## src/design/sdhs_pkg.sv

```systemverilog
`default_nettype none

package sdhs_pkg;

	// Position word width (encoder angle, signed Q3.12 radians).
	localparam int unsigned POSITION_BITS = 16;
	localparam int unsigned DRIVE_BITS = 11;
	localparam int unsigned LEVEL_BITS = 10;
	localparam int unsigned CFG_DATA_BITS = 16;
	localparam int unsigned CFG_INDEX_BITS = 3;

	// Largest drive magnitude in permille.
	localparam logic [LEVEL_BITS-1:0] LEVEL_MAX = LEVEL_BITS'(1000);

	// Configuration register indexes.
	typedef enum logic [CFG_INDEX_BITS-1:0] {
		REG_CHECK_INTERVAL = 3'd0,
		REG_POS_THRESHOLD  = 3'd1,
		REG_STALL_CHECKS   = 3'd2,
		REG_TRAVEL         = 3'd3,
		REG_DRIVE_LEVEL    = 3'd4
	} reg_index_t;

	// Event kinds carried by an input item.
	typedef enum logic [1:0] {
		MODE_TICK   = 2'd0,
		MODE_START  = 2'd1,
		MODE_CANCEL = 2'd2,
		MODE_NOP    = 2'd3
	} mode_t;

	// Sequencer phase.
	typedef enum logic [1:0] {
		PH_IDLE    = 2'd0,
		PH_EXTEND  = 2'd1,
		PH_RETRACT = 2'd2
	} phase_t;

	// Event result codes.
	typedef enum logic [2:0] {
		EV_NONE   = 3'd0,
		EV_FOUND  = 3'd1,
		EV_DONE   = 3'd2,
		EV_CANCEL = 3'd3,
		EV_REJECT = 3'd4
	} event_t;

	typedef struct packed {
		logic [1:0]                      mode;
		logic signed [POSITION_BITS-1:0] position;
	} in_item_t;

	typedef struct packed {
		logic signed [DRIVE_BITS-1:0]    drive;
		logic [1:0]                      phase;
		logic [2:0]                      event_res;
		logic signed [POSITION_BITS-1:0] stop_angle;
	} out_item_t;

	typedef struct packed {
		logic [15:0]           check_interval_ticks;
		logic [14:0]           move_threshold;
		logic [7:0]            stall_checks;
		logic [14:0]           travel_distance;
		logic [LEVEL_BITS-1:0] drive_level;
	} cfg_t;

endpackage

`default_nettype wire

```

## src/design/sdhs_core.sv

```systemverilog
`default_nettype none

module sdhs_core (
	input  wire logic              clk,
	input  wire logic              arst_n,
	input  wire logic              fire,
	input  wire sdhs_pkg::in_item_t item,
	input  wire sdhs_pkg::cfg_t     cfg,
	output sdhs_pkg::out_item_t     result
);
	import sdhs_pkg::*;

	localparam int unsigned PW = POSITION_BITS;

	// Largest signed position, the saturation point of the retract target.
	localparam logic signed [PW:0] POS_MAX = (PW+1)'((1 << (PW-1)) - 1);

	phase_t               phase_q, phase_n;
	logic [15:0]          tick_q, tick_n;
	logic signed [PW-1:0] prev_q, prev_n;
	logic                 flag_q, flag_n;
	logic [7:0]           count_q, count_n;
	logic signed [PW-1:0] target_q, target_n;
	logic signed [PW-1:0] offset_q, offset_n;
	event_t               ev;

	logic [15:0]          tick_inc;
	logic signed [PW:0]   delta;
	logic [PW:0]          change;
	logic [7:0]           count_inc;
	logic signed [PW:0]   target_sum;
	logic [LEVEL_BITS-1:0] level;

	// Datapath pieces shared by the tick handling.
	always_comb begin
		tick_inc   = tick_q + 16'd1;
		delta      = {item.position[PW-1], item.position} - {prev_q[PW-1], prev_q};
		change     = delta[PW] ? (PW+1)'(-delta) : (PW+1)'(delta);
		count_inc  = (count_q != 8'hFF) ? count_q + 8'd1 : count_q;
		target_sum = {item.position[PW-1], item.position}
			+ $signed({2'b00, cfg.travel_distance});
	end

	// Next state of the sequencer for the item in the input stage.
	always_comb begin
		phase_n  = phase_q;
		tick_n   = tick_q;
		prev_n   = prev_q;
		flag_n   = flag_q;
		count_n  = count_q;
		target_n = target_q;
		offset_n = offset_q;
		ev       = EV_NONE;
		case (mode_t'(item.mode))
			MODE_TICK: begin
				if (phase_q == PH_EXTEND) begin
					tick_n = tick_inc;
					if (tick_inc >= cfg.check_interval_ticks) begin
						tick_n = '0;
						prev_n = item.position;
						if (change < (PW+1)'(cfg.move_threshold)) begin
							if (!flag_q) begin
								flag_n  = 1'b1;
								count_n = '0;
							end else begin
								count_n = count_inc;
								if (count_inc >= cfg.stall_checks) begin
									offset_n = item.position;
									target_n = (target_sum > POS_MAX) ?
										PW'(POS_MAX) : PW'(target_sum);
									phase_n  = PH_RETRACT;
									flag_n   = 1'b0;
									count_n  = '0;
									ev       = EV_FOUND;
								end
							end
						end else begin
							flag_n  = 1'b0;
							count_n = '0;
						end
					end
				end else if (phase_q == PH_RETRACT) begin
					if (item.position >= target_q) begin
						phase_n = PH_IDLE;
						ev      = EV_DONE;
					end
				end
			end
			MODE_START: begin
				if (phase_q == PH_IDLE) begin
					phase_n = PH_EXTEND;
					prev_n  = item.position;
					tick_n  = '0;
					flag_n  = 1'b0;
					count_n = '0;
				end else begin
					ev = EV_REJECT;
				end
			end
			MODE_CANCEL: begin
				if (phase_q != PH_IDLE) begin
					phase_n = PH_IDLE;
					tick_n  = '0;
					flag_n  = 1'b0;
					count_n = '0;
					ev      = EV_CANCEL;
				end
			end
			default: begin
			end
		endcase
	end

	// Result fields follow the phase after the event.
	always_comb begin
		level = (cfg.drive_level > LEVEL_MAX) ? LEVEL_MAX : cfg.drive_level;
		case (phase_n)
			PH_EXTEND:  result.drive = -$signed({1'b0, level});
			PH_RETRACT: result.drive = $signed({1'b0, level});
			default:    result.drive = '0;
		endcase
		result.phase       = phase_n;
		result.event_res   = ev;
		result.stop_angle  = offset_n;
	end

	// Sequencer state, updated when the item leaves the input stage.
	always_ff @(posedge clk or negedge arst_n) begin
		if (!arst_n) begin
			phase_q  <= PH_IDLE;
			tick_q   <= '0;
			prev_q   <= '0;
			flag_q   <= 1'b0;
			count_q  <= '0;
			target_q <= '0;
			offset_q <= '0;
		end else if (fire) begin
			phase_q  <= phase_n;
			tick_q   <= tick_n;
			prev_q   <= prev_n;
			flag_q   <= flag_n;
			count_q  <= count_n;
			target_q <= target_n;
			offset_q <= offset_n;
		end
	end

endmodule

`default_nettype wire

```

## src/design/stall_detect_homing_sequencer_unit.sv

```systemverilog
// Sensorless stall homing sequencer.
// The in channel carries events: a tick with an encoder angle, a start
// (with the starting angle) or a cancel. The out channel returns exactly one
// result per event: drive duty, phase, event code and the latched home offset.
// Both channels transfer on valid and ready high at a rising clock edge.
// An event is registered in an input stage, evaluated combinationally by the
// sequencer and written to the output register, from which it transfers on
// the out channel; one event per cycle is sustained while out_ready is high.
// When the receiver stalls, the output register holds its result, the input
// stage holds the next event, and in_ready is low while both are occupied
// and out_ready is low; sequencer state advances only when an event moves to
// the output register.
// Configuration writes on cfg_wr_en take effect at once and are to be made
// while no event is in flight. Reset clears the sequencer to idle with a
// zero home offset and loads the default configuration.
`default_nettype none

module stall_detect_homing_sequencer_unit (
	input  wire logic                                   clk,
	input  wire logic                                   arst_n,
	input  wire logic                                   in_valid,
	output logic                                        in_ready,
	input  wire sdhs_pkg::in_item_t                     in_data,
	output logic                                        out_valid,
	input  wire logic                                   out_ready,
	output sdhs_pkg::out_item_t                         out_data,
	input  wire logic                                   cfg_wr_en,
	input  wire logic [sdhs_pkg::CFG_INDEX_BITS-1:0]    cfg_index,
	input  wire logic [sdhs_pkg::CFG_DATA_BITS-1:0]     cfg_wdata
);
	import sdhs_pkg::*;

	cfg_t      cfg_q;
	logic      valid_s1;
	in_item_t  item_s1;
	logic      advance;
	out_item_t result;
	logic      out_valid_q;
	out_item_t out_q;

	// The input stage moves on when the output register is free or draining.
	assign advance   = valid_s1 && (!out_valid_q || out_ready);
	assign in_ready  = !valid_s1 || advance;
	assign out_valid = out_valid_q;
	assign out_data  = out_q;

	// Configuration registers.
	always_ff @(posedge clk or negedge arst_n) begin
		if (!arst_n) begin
			cfg_q.check_interval_ticks <= 16'd100;
			cfg_q.move_threshold       <= 15'd82;
			cfg_q.stall_checks         <= 8'd30;
			cfg_q.travel_distance      <= 15'd3217;
			cfg_q.drive_level          <= LEVEL_MAX;
		end else if (cfg_wr_en) begin
			case (reg_index_t'(cfg_index))
				REG_CHECK_INTERVAL: cfg_q.check_interval_ticks <= cfg_wdata;
				REG_POS_THRESHOLD:  cfg_q.move_threshold       <= cfg_wdata[14:0];
				REG_STALL_CHECKS:   cfg_q.stall_checks         <= cfg_wdata[7:0];
				REG_TRAVEL:         cfg_q.travel_distance      <= cfg_wdata[14:0];
				REG_DRIVE_LEVEL:    cfg_q.drive_level          <= cfg_wdata[LEVEL_BITS-1:0];
				default: begin
				end
			endcase
		end
	end

	// Input stage.
	always_ff @(posedge clk or negedge arst_n) begin
		if (!arst_n) begin
			valid_s1 <= 1'b0;
		end else if (in_ready) begin
			valid_s1 <= in_valid;
		end
	end

	always_ff @(posedge clk) begin
		if (in_valid && in_ready) begin
			item_s1 <= in_data;
		end
	end

	sdhs_core u_core (
		.clk    (clk),
		.arst_n (arst_n),
		.fire   (advance),
		.item   (item_s1),
		.cfg    (cfg_q),
		.result (result)
	);

	// Output register.
	always_ff @(posedge clk or negedge arst_n) begin
		if (!arst_n) begin
			out_valid_q <= 1'b0;
		end else if (advance) begin
			out_valid_q <= 1'b1;
		end else if (out_ready) begin
			out_valid_q <= 1'b0;
		end
	end

	always_ff @(posedge clk) begin
		if (advance) begin
			out_q <= result;
		end
	end

endmodule

`default_nettype wire
```

## config.mk

```make
export PLATFORM = sky130hd
export DESIGN_NAME = stall_detect_homing_sequencer_unit
export DESIGN_NICKNAME = d
export VERILOG_FILES = /design/src/design/sdhs_pkg.sv /design/src/design/sdhs_core.sv /design/src/design/stall_detect_homing_sequencer_unit.sv
export SDC_FILE = /design/constraint.sdc
export NUM_CORES = 1
export LEC_CHECK = 0
export CORE_UTILIZATION = 66
export DETAILED_ROUTE_END_ITERATION = 7
export DONT_BUFFER_PORTS = 1
export GPL_TIMING_DRIVEN = 0
export PLACE_DENSITY_LB_ADDON = 0.1
export SLEW_MARGIN = 15
export SYNTH_ARGS = -nofsm -noshare
export SYNTH_HDL_FRONTEND = slang
export SYNTH_SLANG_ARGS = --single-unit
```

## constraint.sdc

```tcl
create_clock -name clk -period 14.5 [get_ports clk]
set_input_delay 0.725 -clock clk [delete_from_list [all_inputs] [get_ports clk]]
set_output_delay 0.725 -clock clk [all_outputs]
set_load 0.01 [all_outputs]
```

# [Yosys cells after proc, flatten, opt, wreduce, memory -nomap -nowiden]
# Index checks and enable logic that the tools add are counted.
[totals] wordCells=127 register_bits=191
[op_classes] order_cmp=6 eq_ne=15 addsub=6 n_reduce_logical=22 n_mux=58
[ops] cell="2-to-1 mux 16 bit" count=14
[ops] cell="2-to-1 mux 8 bit" count=8
[ops] cell="case mux 16 bit (3 select lines)" count=1
[ops] cell=">= comparator 16 bit" count=2
[ops] cell="case mux 16 bit (2 select lines)" count=1
[ops] cell="case mux 8 bit (3 select lines)" count=1
[ops] cell="2-to-1 mux 2 bit" count=11
[ops] cell="case mux 11 bit (2 select lines)" count=1
[ops] cell="2-to-1 mux 3 bit" count=6
[ops] cell="adder 16 x 16 -> 17 bit" count=1
[ops] cell="greater-than comparator 17 x 16 -> 1 bit, second input constant" count=1
[ops] cell="< comparator 17 x 15 -> 1 bit" count=1
[ops] cell="2-to-1 mux 17 bit" count=1
[ops] cell="negator 17 bit" count=1
[ops] cell="subtractor 16 x 16 -> 17 bit" count=1
[ops] cell="adder 16 x 1 -> 16 bit, second input constant" count=1
[ops] cell="negator 10 -> 11 bit" count=1
[ops] cell="greater-than comparator 10 bit, second input constant" count=1
[ops] cell="2-to-1 mux 1 bit" count=10
[ops] cell="2-to-1 mux 10 bit" count=1
[ops] cell="AND reduction 2 bit" count=5
[ops] cell="AND reduction 5 bit" count=2
[ops] cell="case mux 3 bit (3 select lines)" count=1
[ops] cell="adder 8 x 1 -> 8 bit, second input constant" count=1
[ops] cell="19 further kinds" count=33

# [Logic depth before layout (Yosys ltp)]
[logic_depth] depth_word=11 depth_mapped=29 depth_no_buf=28

# [Modules after synthesis]
# Synthesis repeated with hierarchy kept, for this count alone.
[hier_totals] cells_unflattened=1039 hier_area_um2=11412.2
[modules_own_cells] module="sdhs_core" cells_per_inst=842 instances=1 seq_area_each_um2=1876.8 area_per_inst_um2=7359.6
[modules_own_cells] module="stall_detect_homing_sequencer_unit" cells_per_inst=197 instances=1 seq_area_each_um2=3179.3 area_per_inst_um2=4052.6

# [Worst setup path before layout]
# No wires, ideal clock.
[synth_path] path_kind="register to register" startpoint="reg item_s1[0] (netlist name)" endpoint="reg out_q (netlist bit out_data[24]), data pin" synth_period_minus_slack_ns=6.078 t_arrival_ns=5.813 slack_ns=8.422 setup_time_ns=0.264 path_buffers=1 required_time_ns=14.236 stages_incl_launch_ff=30 cell_sequence="edfxtp_1 -> inv_1 -> ha_1 -> fa_1 -> nand2b_1 -> a21o_1 -> a311oi_2 -> o311ai_1 -> nor4_1 -> inv_1 -> o21ai_0 -> xnor2_1 -> ha_1 -> a21o_1 -> a21o_1 -> a21oi_1 -> o22ai_1 -> or2_2 -> and4bb_1 -> a2bb2oi_2 -> and2_4 -> o41ai_1 -> inv_1 -> ha_1 -> nand2b_1 -> clkbuf_1 -> nand2_1 -> a22o_1 -> a22oi_1 -> o21ai_0"
[synth_rtl] element="from (decl)" line_no="stall_detect_homing_sequencer_unit.sv:35" rtl="in_item_t item_s1;"
[synth_rtl] element="from (signal assigned)" line_no="stall_detect_homing_sequencer_unit.sv:79" rtl="item_s1 <= in_data;"
[synth_rtl] element="to (signal assigned)" line_no="stall_detect_homing_sequencer_unit.sv:105" rtl="out_q <= result;"
[synth_rtl] element="to (decl)" line_no="stall_detect_homing_sequencer_unit.sv:39" rtl="out_item_t out_q;"

==> flow_summary.yaml <==
outcome:
  run_status: "finished clean"
cts:
  clock_sinks: 191
  cts_made_buffers: 17
  cts.clk_slew.worst_paths_ns: 0.07
  postCtsSetupRepairBufs: 0
  cts_buffer_depth: 2
  clk_latency_ns: 0.45
  htree_num_levels: 4
  cts_tree: "built"
  clockRootBuffer: "clkbuf_16"
critical_path:
  path_class: "reg -> reg"
  r2r_slack_ns: 7.15
  critPathMaxStageDelay_ns: 0.61
  worst_ep_arrival_time_ns: 7.53
  cp_data_required_time_ns: 14.68
  r2r-start: "item_s1[0]$_DFFE_PP_"
  r2r_cells: 28
  cp-end-kind: "flop"
  cp-start-kind: "flop"
  reg2reg_to: "out_data[24]$_DFFE_PP_"
  startpoint: "item_s1[0]$_DFFE_PP_"
  crit_path_frequent_cell: "ha_1"
  critical_path.slowest_cell: "a211oi_1"
  crit_fanout: 9
finish:
  syn_to_final_growth_pct: 8.03
  post-route-util_pct: 73.8
  finish.net_count: 1320
  fill_cells: 1196
  final-seq-area_um2: 5060
  multi_input_area_um2: 5880
  stdcell_area_um2: 12400
  drive_gt1_share_pct: 12.2
  antenna_cells: 0
timing:
  rsz0062_at_grt: "false"
  min_period_ns: 7.35
  slew_violations: 0
  slew-limit-headroom_pct: 37.5
  holdWs_ns: 0.139
  fin_crit_sh_pct: 50.7
  finalClockSkew_ns: 0.0189
  tightest_slew_ns: 0.932
  fin_setup_tns_ns: 0
  fmax_ghz: 0.136
  hold_violations: 0
  finalSetupViolCount: 0
yosys:
  synthCells: 1160
  synth_area_leaders: "dfrtp_1 (26%), edfxtp_1 (13%), ha_1 (10%), mux2_2 (5.4%), o21ai_0 (4.9%)"
  yosysUniqueCellTypes: 81
  netlist.area_leader.share_pct: 26.2
  synth_nets: 1299
  synth-seq-area-share_pct: 44.2
  yosys_most_used_dff: "dfrtp_1"
  yosysWarnings: 0
  synth_edf_count: 50
  syn_area_um2: 11400
  synth_seq_cells: 191
  yosysTopAreaCell: "dfrtp_1"
  synth_area_per_cell_um2: 9.87
  async_flop_share_pct: 73.8
detailed_routing:
  dr.pass1.iters: 5
  route.final.wire_length_mm: 25.7
  drt_iter0_markers: 391
  vias: 8515
  avgRoutedWirePerCell_um: 18.2
  drt-vias-per-instance: 6.02
  drc: 0
  ant_nets: 0
grt:
  grt_max_degree: 121
  grt_pass1_wl_mm: 41.4
  gr-total-overflow: 0
  antenna_found_initial: 2
  grt_pass1_vias: 8356
  grt_usage_pct: 30.1
placed_design:
  gp_congestion: 0.878
  dp_hpwl_mm: 17.9
  dpl-instance-area_um2: 11700
  port_buffers: 0
die:
  die_w_um: 134
  start_util_pct: 68.3
  rows: 47
  num_io_pins: 76
  die_y_um: 134
  core-area_um2: 16800
  dieArea_um2: 17900
power_and_ir_drop:
  p_leak_uw: 0.00556
  irDropWorstVdd_uv: 99.3
  power_density_nw_per_um2: 174
worst_hold_path:
  hold_class: "in -> async"
flow_run:
  maxCapViolations: 0
==> synth_stat cells, drive strengths merged, types with 5 or more instances <==
cell type	instances
edfxtp	50
nand3	24
inv	93
nor2b	9
o31ai	6
o211ai	6
dfstp	21
a21o	24
nand2	140
o21a	10
xor2	21
clkbuf	26
and2	8
xnor2	30
nand4	9
and3	6
nand2b	36
o22ai	5
ha	95
o21ai	113
nor2	67
mux2	63
dfrtp	120
nor3	18
a21oi	52
o41ai	6
or3	12
a31oi	9
buf	12
==> logic make-up after synthesis <==
| logic type | after synthesis | synth area share [%] |
|---|---|---|
| simple gates | 352 | 14.8 |
| compound gates | 274 | 15.3 |
| flops | 191 | 44.2 |
| buf+inv | 131 | 4.57 |
| fa+ha+maj | 97 | 10.7 |
| mux | 64 | 6.55 |
| xor+xnor | 51 | 3.90 |
==> critical path, delay by kind of cell, from the launching register on <==
kind                     cells  cell delay, ns
AO/OA/AOI/OAI               13            3.39
buffers and inverters        3            0.51
XOR/XNOR                     1            0.18
AND/OR/NAND/NOR              7            1.30
adder cells (fa/ha/maj)      4            1.24
flip-flops                   1            0.46
==> cell usage in the layout, fill, tap and decap left out, drive strengths merged, types with 10 or more instances in the layout <==
| cell | synthesis | routed |
|---|---|---|
| inv | 93 | 94 |
| a21o | 24 | 24 |
| xnor2 | 30 | 30 |
| nand3 | 24 | 24 |
| nor3 | 18 | 18 |
| nor2 | 67 | 67 |
| nand2 | 140 | 140 |
| nand2b | 36 | 36 |
| dfstp | 21 | 21 |
| clkbuf | 26 | 43 |
| edfxtp | 50 | 50 |
| dfrtp | 120 | 120 |
| o21a | 10 | 10 |
| o21ai | 113 | 113 |
| mux2 | 63 | 63 |
| a21oi | 52 | 52 |
| ha | 95 | 95 |
| xor2 | 21 | 21 |
| or3 | 12 | 12 |
| buf | 12 | 14 |
==> where the power goes <==
part | internal, uW | leakage, uW | switching, uW
sequential | 651 | 0.00226 | 55.6
combinational | 407 | 0.00301 | 555
clock | 271 | 0.000289 | 211
==> final cells by class <==
| class | count | share of cell area (%) |
|---|---|---|
| plain buffers | 38 | 1.41 |
| clock buffers | 17 | 3.44 |
| clock inverters | 15 | 1.38 |
| inverters | 93 | 2.82 |
| multi-input cells | 838 | 47.5 |
| flip-flops and latches | 191 | 40.9 |
| well taps | 220 | 2.23 |
| repair buffers | 2 | 0.283 |
==> registers in the layout (all words and copies together) (netlist names) <==
register	flops
cfg_q	64
out_data	32
item_s1	18
u_core.offset_q	16
u_core.prev_q	16
u_core.target_q	16
u_core.tick_q	16
u_core.count_q	8
u_core.phase_q	2
out_valid	1
u_core.flag_q	1
valid_s1	1
==> metal layers <==
| layer | vias up | global-route usage (%) | part of all wire [%] |
|---|---|---|---|
| li1 | 4140 | - | - |
| met1 | 4117 | 38.5 | 44 |
| met2 | 215 | 50.7 | 49 |
| met3 | 43 | 6.93 | 5.4 |
| met4 | 0 | 9.53 | 2.0 |
| met5 | - | 0 | 0 |
==> how the worst max path moves through the flow <==
stage,endpoint,slack (ns),cells past startpoint
after floorplan,out_data[24]$_DFFE_PP_,8.42,29
after global placement,out_data[24]$_DFFE_PP_,7.45,28
after detailed placement,out_data[24]$_DFFE_PP_,7.31,28
after CTS,out_data[24]$_DFFE_PP_,7.19,28
after global routing,out_data[24]$_DFFE_PP_,6.74,28
final,out_data[24]$_DFFE_PP_,7.15,28
==> per-stage QoR <==
| step | cells | setup WS (ns) | power [uW] |
|---|---|---|---|
| after floorplan | 1160 | 8.42 | 1450 |
| after global placement | 1380 | 7.45 | 1620 |
| after detailed placement | 1381 | 7.31 | 1650 |
| after CTS | 1414 | 7.19 | 2140 |
| after global routing | 1414 | 6.74 | 2300 |
| final | 1414 | 7.15 | 2150 |
==> repair_timing <==
action / CTS / global route
endpoints found under the hold margin: 120 / 0
hold buffers: 1 / 0
gates resized for setup: 0 / 0
Note: power is estimated with default switching activity, not from simulation.
